`config.mk`:
```
export PLATFORM = sky130hd
export DESIGN_NAME = wsa_ctrl
export DESIGN_NICKNAME = d
export VERILOG_FILES = /design/src/hdl/wsa_pkg.sv /design/src/hdl/wsa_ctrl.sv
export SDC_FILE = /design/constraint.sdc
export NUM_CORES = 1
export LEC_CHECK = 0
export BUFFER_PORTS_ARGS = -buffer_cell sky130_fd_sc_hd__buf_2
export CAP_MARGIN = 20
export CORE_AREA = 4 4 41 43
export DETAILED_ROUTE_END_ITERATION = 7
export DIE_AREA = 0 0 45 47
export SLEW_MARGIN = 20
export SYNTH_ARGS = -nofsm -noshare
export SYNTH_HDL_FRONTEND = slang
export SYNTH_SLANG_ARGS = --single-unit
```
`constraint.sdc`:
```
create_clock -name clk -period 1.5 [get_ports clk]
set_input_delay 0.225 -clock clk [delete_from_list [all_inputs] [get_ports clk]]
set_output_delay 0.225 -clock clk [all_outputs]
set_load 0.03 [all_outputs]
```
`src/hdl/wsa_pkg.sv`:
```
// Shared types and constants for the weighted scatter average block.
`timescale 1ns / 1ps
package wsa_pkg;
	localparam int PARTICLE_COUNT_DEF = 1024;
	localparam int IDX_W = 10;
	localparam int AXES = 3;
	localparam int SUM_W = 64;
	localparam int WS_W = 32;
	localparam int DIV_STEPS = 64;

	typedef enum logic [3:0] {
		ST_CLEAR, ST_IDLE, ST_RD, ST_ACC, ST_WR, ST_DIV_START, ST_DIV_WAIT, ST_OUT
	} state_t;

	// Controller to datapath commands
	typedef struct packed {
		logic clr_wr;
		logic load_in;
		logic acc_wr;
		logic rd_clear;
		logic div_start;
		logic out_load;
		logic oor_out;
	} cmd_t;

	// Datapath to controller status
	typedef struct packed {
		logic clr_done;
		logic div_done;
		logic div_last;
		logic ws_zero;
	} stat_t;
endpackage

```
`src/hdl/wsa_ctrl.sv`:
```
// Controller state machine sequencing clear, accumulate and read.
`timescale 1ns / 1ps
module wsa_ctrl import wsa_pkg::*; #(
	parameter int PARTICLE_COUNT = PARTICLE_COUNT_DEF
) (
	input  logic             clk,
	input  logic             arst_n,
	input  logic             in_valid,
	output logic             in_ready,
	input  logic             op,
	input  logic [IDX_W-1:0] particle_index,
	input  logic             cluster_selected,
	input  logic             slot_unused,
	output logic             out_valid,
	input  logic             out_ready,
	output cmd_t             cmd,
	input  stat_t            stat
);
	state_t state_q, state_d;
	logic   op_q, ov_q, ov_d, oor_q;
	logic   take;

	assign out_valid = ov_q;
	assign take = in_valid && in_ready;

	// State register
	always_ff @(posedge clk or negedge arst_n) begin
		if (!arst_n) begin
			state_q <= ST_CLEAR;
			ov_q <= 1'b0;
			op_q <= 1'b0;
			oor_q <= 1'b0;
		end else begin
			state_q <= state_d;
			ov_q <= ov_d;
			if (take) begin
				op_q <= op;
				oor_q <= 32'(particle_index) >= PARTICLE_COUNT;
			end
		end
	end

	// Next state and commands
	always_comb begin
		state_d = state_q;
		cmd = '0;
		in_ready = 1'b0;
		ov_d = ov_q && !out_ready;
		unique case (state_q)
			ST_CLEAR: begin
				cmd.clr_wr = 1'b1;
				if (stat.clr_done) state_d = ST_IDLE;
			end
			ST_IDLE: begin
				in_ready = 1'b1;
				if (in_valid) begin
					cmd.load_in = 1'b1;
					if (op) state_d = ST_RD;
					else if (cluster_selected && !slot_unused
						&& 32'(particle_index) < PARTICLE_COUNT) state_d = ST_RD;
				end
			end
			ST_RD: begin
				if (op_q) begin
					if (oor_q) state_d = ST_OUT;
					else state_d = ST_DIV_START;
				end else state_d = ST_ACC;
			end
			ST_ACC: begin
				cmd.acc_wr = 1'b1;
				state_d = ST_IDLE;
			end
			ST_DIV_START: begin
				// Skip division altogether on an empty weight sum
				if (stat.ws_zero) begin
					state_d = ST_OUT;
				end else begin
					cmd.div_start = 1'b1;
					state_d = ST_DIV_WAIT;
				end
			end
			ST_DIV_WAIT: begin
				if (stat.div_done) state_d = stat.div_last ? ST_OUT : ST_DIV_START;
			end
			ST_OUT: begin
				if (!ov_d) begin
					cmd.out_load = 1'b1;
					cmd.oor_out = oor_q || stat.ws_zero;
					cmd.rd_clear = !oor_q;
					ov_d = 1'b1;
					state_d = ST_IDLE;
				end
			end
			default: state_d = ST_IDLE;
		endcase
	end
endmodule

```
==> results of run 1 <==
routing by layer:
layer	vias up	GRT usage [%]	wire length [um]
li1	199	-	-
met1	183	13.9	438
met2	18	16.4	457
met3	2	3.45	82
met4	0	8.77	10
met5	-	0	0
placed cells by master, fill, tap and decap left out:
master	n
a21boi_1	1
nor2_1	2
nor2b_4	1
clkbuf_4	3
inv_1	1
or2_1	1
dfrtp_1	2
a32o_2	1
a211oi_2	1
a21oi_1	1
mux2i_1	1
buf_2	14
nand2_1	5
and2_4	1
clkbuf_1	1
nor2b_1	2
nor3_1	1
and2_1	1
buf_4	14
mux2_4	1
o21bai_1	2
a221o_1	1
nand3_2	1
a211oi_1	1
dfrtp_2	3
and2b_2	1
buf_6	2
nand2b_1	2
and3b_1	1
dlygate4sd3_1	1
nor3b_4	1
registers in the layout, summed over array words and instances, names as in the netlist:
signal	count
state_q	3
op_q	1
out_valid	1
synthesized netlist by cell type, drive strengths merged:
library cell	number
o21bai	2
a211oi	2
nand2	5
inv	1
mux2i	1
a21boi	1
nor3	1
and2	2
or2	1
buf	5
dfrtp	5
nand3	1
mux2	1
and2b	1
nor2b	3
a221o	1
a21oi	1
nor2	2
nand2b	2
and3b	1
a32o	1
nor3b	1
final timing paths:
path                                    to  cells after the start       start
worst max-delay path                cmd[2]                      3  state_q[1]
worst min register to register        op_q                      1        op_q
max in group asynchronous       state_q[1]                      2      arst_n
worst max register to register  state_q[0]                      5  state_q[0]
worst min-delay path                  op_q                      2          op
min in group asynchronous        out_valid                      2      arst_n
what timing repair did:
action	CTS	global route
resized for setup	8	5
setup endpoints to repair	5	6
hold buffers	1	0
setup buffers	6	2
pin swaps	1	3
cloned	0	0
hold endpoints to repair	5	0
logic make-up after synthesis:
group | count (synthesis)
and+or+nand+nor | 20
AOI/OAI and AO/OA | 8
buffers and inverters | 6
DFF | 5
muxes | 2
critical path: stages (launching register included):
cell and delay [ns]:
dfrtp_2 0.46, and2b_2 0.25, and3b_1 0.17, buf_6 0.13
through the flow:
step | TNS [ns] | std cells | total power [mW] | worst slack [ns]
after floorplan | -0.000471 | 41 | 0.753 | -0.000471
after global placement | 0 | 73 | 0.852 | 0.132
after detailed placement | 0 | 73 | 0.860 | 0.125
after CTS | 0 | 84 | 1.18 | 0.00444
after global routing | -0.142 | 86 | 1.32 | -0.0412
final | 0 | 86 | 1.22 | 0.0176
cell type report:
cell class	instances	area [um^2]
tap	15	18.8
sequential	5	129
inverter	1	3.75
multi-input combinational	30	231
fill	147	684
timing repair buffer	31	208
clock buffer	4	26.3
report_power, final:
group	leakage (nW)	total, mW	switching [mW]	internal (mW)
Combinational	0.257	0.789	0.361	0.429
Sequential	0.0591	0.271	0.0769	0.194
Clock	0.0150	0.160	0.0591	0.101
Total	0.331	1.22	0.497	0.723
==> impl_summary.txt, run 1 <==
----------------------------------------------------
[Route]
  1st-iter DRT viols ... 4
  Total routed wirelength ... 989 um
  Residual DRC count ... 0
  First-pass DRT Iterations ... 3
  Count of antenna-violating nets left after detailed routing ... 0
  Vias after detailed routing ... 402
  Post-detailed-route via-to-cell ratio ... between 4 and 5
  Routed length per instance ... 11.5 um

[Critical path]
  Flop2flop setup slack ... 0.07 ns
  Launching element type of the critical path ... flop
  Critical path endpoint category ... output port
  Maximum fanout along the worst path ... 7
  Data required time at the worst endpoint ... around 1.3 ns
  Critical path data arrival time ... 1.26 ns
  Critical path class ... reg2out

[Synthesis]
  Post-synthesis share of cell area spent on and, or, nand and nor gates ... between 30% and 40%
  Per-instance average area after synthesis ... 9.31 um^2
  Seq cells post-synth ... 5
  Area fraction in compound gates after synthesis ... between 10% and 20%
  Post-synthesis xor/xnor area fraction ... 0%
  Post-synthesis mux area share ... 5.57%
  Area of the mapped netlist ... ~380 um^2
  Yosys top cell area share ... 32.8%
  Gate Count Post-Synth ... a little over 40
  Sequential area share after synthesis ... 32.8%
  Number of library cell types mapped by synthesis ... 25
  Largest area contributor in the synthesized netlist ... dfrtp_1
  Adder-cell share of the synthesized area ... 0%
  Leading post-synthesis cells by cell area ... dfrtp_1 (33%), buf_4 (5.9%), buf_6 (5.9%), nand2_1 (4.9%), nor2b_1 (4.9%)
  Synthesized netlist net count ... 62
  Dominant combinational cell family by area after synthesis ... simple AND/OR/NAND/NOR gates
  Synthesis warning total ... 0

[Finish]
  Synth-to-Final Area Change ... 61.6%
  Core utilization of the finished layout ... 47.4%
  Final net count ... 93
  Layout cell share with drive strength beyond 1 ... between 60% and 70%
  Antenna cell count ... 0
  Post-layout instance area ... 617 um^2

[CTS]
  Num Clock Sinks ... 5
  Number of H-tree levels ... 1
  Insertion delay to the later sink of the worst-skew pair ... roughly 0.25 ns
  TritonCTS clock tree ... built
  Max Root-Sink Buffers ... 2
  Number of CTS-inserted buffers ... 3
  Clock-pin slew on the worst setup and hold paths ... ~0.040 ns
  CTS Root Cell ... clkbuf_4

[Timing]
  Number of hold violations in the final report ... 0
  Achievable Freq ... 675 MHz
  Minimum clock period after layout ... between 1 and 1.5 ns
  Final worst hold slack ... about 0.23 ns
  Slew of the pin with the lowest slew margin ... 0.345 ns
  Number of endpoints failing setup at the final stage ... 0
  RSZ-0062 raised after global routing ... yes
  Setup clock skew after layout ... 0.000986 ns
  Worst slew margin relative to its limit ... between 70 and 80%
  Tcrit/Tclk final ... 98.8%
  Max-slew violation count ... 0

[Power]
  Reported leakage power ... 0.331 nW
  Peak supply drop ... 762 uV
  Power per Cell Area ... 1980 nW/um^2

[Place]
  HPWL after detailed placement ... 707 um
  Final weighted congestion of routability-driven global placement ... about 0.75
  Dpl cell area ... ~500 um^2
  Total of buffers placed on input and output ports ... 19

[GRT]
  Overall global routing resource usage ... 11.3%
  First-pass GRT wire length ... 1640 um
  Via count of the first global-routing pass ... ~380
  Global route total overflow ... 0
  Antenna violations before repair ... 0
  Maximum number of pins on one net before global-route repair ... 8

[Die]
  Standard cell core area ... 1300 um^2
  Starting density of the core ... 29.3%
  Horiz. Die Dim ... 45 um
  Die ar. ... 2120 um^2
  Total I/O pin count ... 30
  Number of standard-cell rows in the floorplan ... 13
  Vertical die dimension ... 47 um

[Min path]
  Path type of the worst min-delay path ... in2reg

[Flow run]
  MaxCap Viol Count ... 0

[Run status]
  Run status ... finished, final reports clean

----------------------------------------------------
Power figures use the tool's default switching activity.
==> run 2, diff against run 1 <==
- CELL_PAD_IN_SITES_DETAIL_PLACEMENT: not set -> 1
- CELL_PAD_IN_SITES_GLOBAL_PLACEMENT: not set -> 2
- CORE_AREA: 4 4 41 43 -> not set
- CORE_MARGIN: not set -> 4
- CORE_UTILIZATION: not set -> 18
- DIE_AREA: 0 0 45 47 -> not set
- PLACE_DENSITY_LB_ADDON: not set -> 0.1
==> run 2 against run 1 <==
Clock skew grew 0.00082 ns. Clock-buffer cell count is the same. Highest routed layer unchanged. Critical path depth grew 1. First-iteration DRC count grew 25%.
==> impl_summary.txt, run 2 (synthesized netlist as in run 1, its figures left out) <==
----------------------------------------------------
[Run status]
  Run status ... finished, final reports clean

[Power]
  Reg power frac ... 24.4%
  Clock power share ... between 10% and 20%
  Power per Cell Area ... between 1500 and 2000 nW/um^2
  Reported leakage power ... 0.308 nW
  Internal Power ... 0.624 mW
  Combinational share of power ... 61.6%
  Proportion of total power due to net switching ... 43.5%
  Switch Pwr ... 0.481 mW
  Peak supply drop ... between 500 and 600 uV

[GRT]
  Maximum number of pins on one net before global-route repair ... 8
  Overall global routing resource usage ... 8.33%
  Layer carrying the most global-route usage ... met2
  Met2 Usage GRT ... 12.3%
  Global route total overflow ... 0
  Antenna violations before repair ... 0
  Global Route met3 Usage ... 1.94%
  Met1 Resource Use GR ... 10.4%
  First-pass GRT wire length ... 1670 um
  Via count of the first global-routing pass ... just over 400

[Min path]
  Path type of the worst min-delay path ... in2reg
  Destination of the worst hold path ... op_q
  Hold_sp ... op
  Worst Hold Path Cells ... 2

[Timing]
  Number of endpoints failing setup at the final stage ... 0
  Slew of the pin with the lowest slew margin ... 0.292 ns
  Max-slew violation count ... 0
  Number of hold violations in the final report ... 0
  Tcrit/Tclk final ... 98.5%
  Achievable Freq ... 677 MHz
  Worst slew margin relative to its limit ... 80.4%
  RSZ-0062 raised after global routing ... yes
  Setup clock skew after layout ... 0.00180 ns
  Fin worst setup slack ... 0.0226 ns
  TNS Setup ... 0 ns
  Minimum clock period after layout ... 1.48 ns

[Route]
  First-pass DRT Iterations ... 4
  Routed length per instance ... approximately 11 um
  Total routed wirelength ... between 1000 and 1500 um
  Count of antenna-violating nets left after detailed routing ... 0
  Post-detailed-route via-to-cell ratio ... 4.13
  Residual DRC count ... 0
  Vias after detailed routing ... 384
  1st-iter DRT viols ... 5

[Critical path]
  Critical path class ... reg2out
  Family with the most delay on the worst path ... flip-flops
  Data required time at the worst endpoint ... 1.27 ns
  Maximum fanout along the worst path ... 6
  FF-to-FF End ... state_q[0]
  Reg2Reg Launch Point ... state_q[0]
  Slowest-stage cell, CP ... dfrtp_2
  R2R depth ... 4
  Cell-by-cell trace of the critical path ... nand3_2 -> nor2b_4 -> and2_1 -> clkbuf_4
  Launching element type of the critical path ... flop
  Worst path bufs/invs ... 1
  Critical path data arrival time ... 1.25 ns
  Max stage delay on crit path ... 0.44 ns
  Flop2flop setup slack ... 0.15 ns
  Critical path endpoint category ... output port

[Flow run]
  MaxCap Viol Count ... 0

[CTS]
  Number of CTS-inserted buffers ... 3
  Number of H-tree levels ... 1
  Num Clock Sinks ... 5
  CTS Root Cell ... clkbuf_4
  Clock-pin slew on the worst setup and hold paths ... ~0.040 ns
  Insertion delay to the later sink of the worst-skew pair ... 0.24 ns
  TritonCTS clock tree ... built
  Max Root-Sink Buffers ... 2

[Die]
  Vertical die dimension ... about 54 um
  Starting density of the core ... 19.3%
  Horiz. Die Dim ... roughly 54 um
  Number of standard-cell rows in the floorplan ... 16
  Standard cell core area ... between 1500 and 2000 um^2
  Total I/O pin count ... 30
  Die ar. ... between 2000 and 3000 um^2

[Finish]
  Final net count ... 88
  Number of flip-flops in the largest register ... 3
  Most frequent standard cell in the layout excluding fill and tap cells ... buf_2
  Layout cell share with drive strength beyond 1 ... between 60% and 70%
  Register containing the most flip-flops in the final layout ... state_q
  Sequential cell area ... 129 um^2
  Highest-count cells in the layout ignoring fill and taps ... buf_2 (15), buf_4 (7), nand2_1 (5), clkbuf_4 (4), dfrtp_2 (3)
  Antenna cell count ... 0
  Multi-input logic area ... between 200 and 250 um^2
  Synth-to-Final Area Change ... 56.4%
  Count of filler cells inserted in the layout ... 240

[Place]
  Final weighted congestion of routability-driven global placement ... around 0.6
  Post-place setup slack ... 0.0993 ns
  HPWL after detailed placement ... between 800 and 900 um
  Total of buffers placed on input and output ports ... 19

----------------------------------------------------
[run 2: layer usage]
| layer | up-vias | part of all wire (%) |
|---|---|---|
| met3 | 2 | 7.7 |
| li1 | 190 | - |
| met4 | 0 | 1.8 |
| met2 | 18 | 46 |
| met1 | 174 | 45 |
| met5 | - | 0 |
[run 2: how the worst max path moves through the flow]
stage                        end  cells after the start  startpoint  slack (ns)
after CTS                 cmd[2]                      3  state_q[1]       0.001
after global placement    cmd[0]                      4  state_q[2]        0.08
after floorplan             op_q                      4  state_q[1]     -0.0005
after global routing      cmd[2]                      3  state_q[1]       -0.05
final                     cmd[0]                      4  state_q[1]        0.02
after detailed placement  cmd[0]                      4  state_q[2]         0.1
[run 2: timing repair]
item / CTS / global route
resized for setup: 7 / 4
pin swaps: 0 / 1
setup buffers: 2 / 0
endpoints found under the setup margin: 5 / 4
hold buffers: 1 / 0
hold endpoints to repair: 5 / 0
[run 2: layout make-up]
| class | instances | area share [%] |
|---|---|---|
| Multi-Input combinational cell | 30 | 39.6 |
| Inverter | 1 | 0.629 |
| Tap cell | 27 | 5.66 |
| Clock buffer | 4 | 4.40 |
| Timing Repair Buffer | 26 | 28.1 |
| Sequential cell | 5 | 21.6 |
[run 2: metrics by stage]
step	hold slack [ns]	power, mW	std cells	util [%]	cell area, um^2
after floorplan	-0.0706	0.753	41	-	400
after global placement	0.0456	0.881	86	25.9	514
after detailed placement	0.0433	0.873	86	25.9	514
after CTS	0.238	1.09	93	29.4	583
after global routing	0.244	1.19	93	30.1	597
final	0.242	1.10	93	30.1	597
[run 2: power by group through the flow]
| stage | logic (mW) | clock network, mW | registers (mW) |
|---|---|---|---|
| 2_1_floorplan | 0.526 | 0 | 0.227 |
| 3_3_place_gp | 0.614 | 0 | 0.266 |
| 3_5_place_dp | 0.607 | 0 | 0.266 |
| 4_1_cts | 0.666 | 0.157 | 0.271 |
| 5_1_grt | 0.742 | 0.172 | 0.280 |
| 6_report | 0.680 | 0.154 | 0.270 |
==> run 3, diff against run 2 <==
- CORE_ASPECT_RATIO: not set -> 1.5
==> run 3 against run 2 <==
Clock power about the same. Core utilization increased by 1.2 points. Wire length increased by 4.3%. Worst setup slack improved by 0.0086 ns. Clock skew decreased by 0.00080 ns. Largest cell class unchanged. Fmax increased by 0.58%. Register-to-register slack got worse by 0.07 ns. Highest routed layer is now met3. Power increased by 8.5%. Sequential power increased by 3%. First-iteration DRC count decreased by 60%.
==> impl_summary.txt, run 3 (synthesized netlist as in run 1, its figures left out) <==
----------------------------------------------------
[Timing]
  Slew of the pin with the lowest slew margin ... 0.281 ns
  Fin worst setup slack ... 0.0312 ns
  Number of hold violations in the final report ... 0
  Achievable Freq ... 681 MHz
  Tcrit/Tclk final ... 97.9%
  RSZ-0062 raised after global routing ... yes
  Setup clock skew after layout ... 0.00100 ns
  Minimum clock period after layout ... about 1.5 ns
  Number of endpoints failing setup at the final stage ... 0
  Final worst hold slack ... about 0.24 ns
  Max-slew violation count ... 0
  Worst slew margin relative to its limit ... about four fifths

[Power]
  Internal Power ... 0.697 mW
  Clock power share ... 13.0%
  Reported leakage power ... 0.333 nW
  Overall power ... 1.20 mW
  Peak supply drop ... roughly 690 uV
  Switch Pwr ... roughly 0.50 mW
  Reg power frac ... 23.3%
  Power per Cell Area ... around 1900 nW/um^2
  Combinational share of power ... 63.7%
  Proportion of total power due to net switching ... 41.8%

[Critical path]
  Slowest-stage cell, CP ... dfrtp_2
  Launching element type of the critical path ... flop
  Critical path endpoint category ... output port
  Critical path class ... reg2out
  Critical path data arrival time ... around 1.2 ns
  Max stage delay on crit path ... 0.46 ns
  Maximum fanout along the worst path ... 6
  Data required time at the worst endpoint ... 1.27 ns
  Cell-by-cell trace of the critical path ... and2b_2 -> and3b_1 -> buf_6

[Route]
  1st-iter DRT viols ... 2
  Residual DRC count ... 0
  Routed length per instance ... about 12 um
  Post-detailed-route via-to-cell ratio ... 4.32
  First-pass DRT Iterations ... 2
  Vias after detailed routing ... 402
  Total routed wirelength ... 1100 um
  Count of antenna-violating nets left after detailed routing ... 0

[Finish]
  Synth-to-Final Area Change ... 66.6%
  Layout cell share with drive strength beyond 1 ... 63.4%
  Count of filler cells inserted in the layout ... 263
  Final net count ... 93
  Highest-count cells in the layout ignoring fill and taps ... buf_2 (15), buf_4 (13), nand2_1 (5), clkbuf_4 (3), dfrtp_2 (3)
  Post-layout instance area ... 636 um^2
  Register containing the most flip-flops in the final layout ... state_q
  Antenna cell count ... 0
  Most frequent standard cell in the layout excluding fill and tap cells ... buf_2
  Number of flip-flops in the largest register ... 3

[Die]
  Number of standard-cell rows in the floorplan ... 20
  Starting density of the core ... 18.8%
  Horiz. Die Dim ... 45.6 um
  Die ar. ... 2940 um^2
  Total I/O pin count ... 30
  Vertical die dimension ... 64.4 um
  Standard cell core area ... 2030 um^2

[GRT]
  Overall global routing resource usage ... 8.63%
  Global route total overflow ... 0
  First-pass GRT wire length ... about 1900 um
  Antenna violations before repair ... 0
  Via count of the first global-routing pass ... 431
  Maximum number of pins on one net before global-route repair ... 8

[Min path]
  Path type of the worst min-delay path ... in2reg

[CTS]
  Number of H-tree levels ... 1
  TritonCTS clock tree ... built
  Clock-pin slew on the worst setup and hold paths ... ~0.040 ns
  CTS Root Cell ... clkbuf_4
  Max Root-Sink Buffers ... 2
  Num Clock Sinks ... 5
  Insertion delay to the later sink of the worst-skew pair ... ~0.24 ns
  Number of CTS-inserted buffers ... 3

[Place]
  HPWL after detailed placement ... 855 um
  Post-place setup slack ... between 0.08 and 0.09 ns
  Dpl cell area ... between 500 and 600 um^2
  Total of buffers placed on input and output ports ... 19
  Final weighted congestion of routability-driven global placement ... between 0.6 and 0.7

[Run status]
  Run status ... finished, final reports clean

[Flow run]
  MaxCap Viol Count ... 0

----------------------------------------------------
==> run 3: worst paths after layout <==
check                                start    endpoint  slack, ns  cells after the start
worst max-delay path            state_q[1]      cmd[2]       0.03                      3
worst min-delay path                    op        op_q       0.24                      2
worst max register to register  state_q[1]  state_q[2]       0.08                      4
worst min register to register        op_q        op_q       0.52                      1
max in group asynchronous           arst_n  state_q[2]       1.03                      2
min in group asynchronous           arst_n        op_q       0.33                      2
==> run 3: cell type report <==
type,count,area [um^2],share of cell area (%)
sequential,5,129,20.3
timing repair buffer,31,205,32.3
inverter,1,3.75,0.591
multi-input combinational,30,244,38.4
clock buffer,4,26.3,4.13
tap,22,27.5,4.33
==> run 3: power by group through the flow <==
| stage | sequential [mW] | clock, mW | combinational (mW) |
|---|---|---|---|
| floorplan | 0.227 | 0 | 0.526 |
| global placement | 0.285 | 0 | 0.595 |
| detailed placement | 0.281 | 0 | 0.598 |
| CTS | 0.275 | 0.166 | 0.718 |
| global route | 0.294 | 0.171 | 0.827 |
| finish | 0.279 | 0.156 | 0.763 |
==> run 3: metrics by stage <==
stage                     setup TNS, ns  util (%)  instances
after floorplan               -0.000471         -         41
after global placement                0      25.1         81
after detailed placement              0      25.1         81
after CTS                             0      29.8         91
after global routing            -0.0892      31.4         93
final                                 0      31.4         93
==> run 3: metal layers <==
metal	global-route usage, %	vias to the layer above	part of all wire [%]
li1	-	196	-
met1	10.2	191	41
met2	13.6	15	50
met3	3.10	0	8.4
met4	3.30	0	0
met5	0	-	0
==> run 3: critical path, delay by kind of cell, from the launching register on <==
| kind | cells | cell delay (ns) |
|---|---|---|
| buf+inv | 1 | 0.13 |
| simple gates | 2 | 0.41 |
| flops | 1 | 0.46 |
==> run 3: timing repair <==
| action | CTS | global route |
|---|---|---|
| setup buffers | 5 | 2 |
| cloned | 0 | 0 |
| pin swaps | 2 | 3 |
| setup endpoints to repair | 7 | 4 |
| gates resized for setup | 8 | 5 |
| endpoints found under the hold margin | 5 | 0 |
| hold buffers | 1 | 0 |
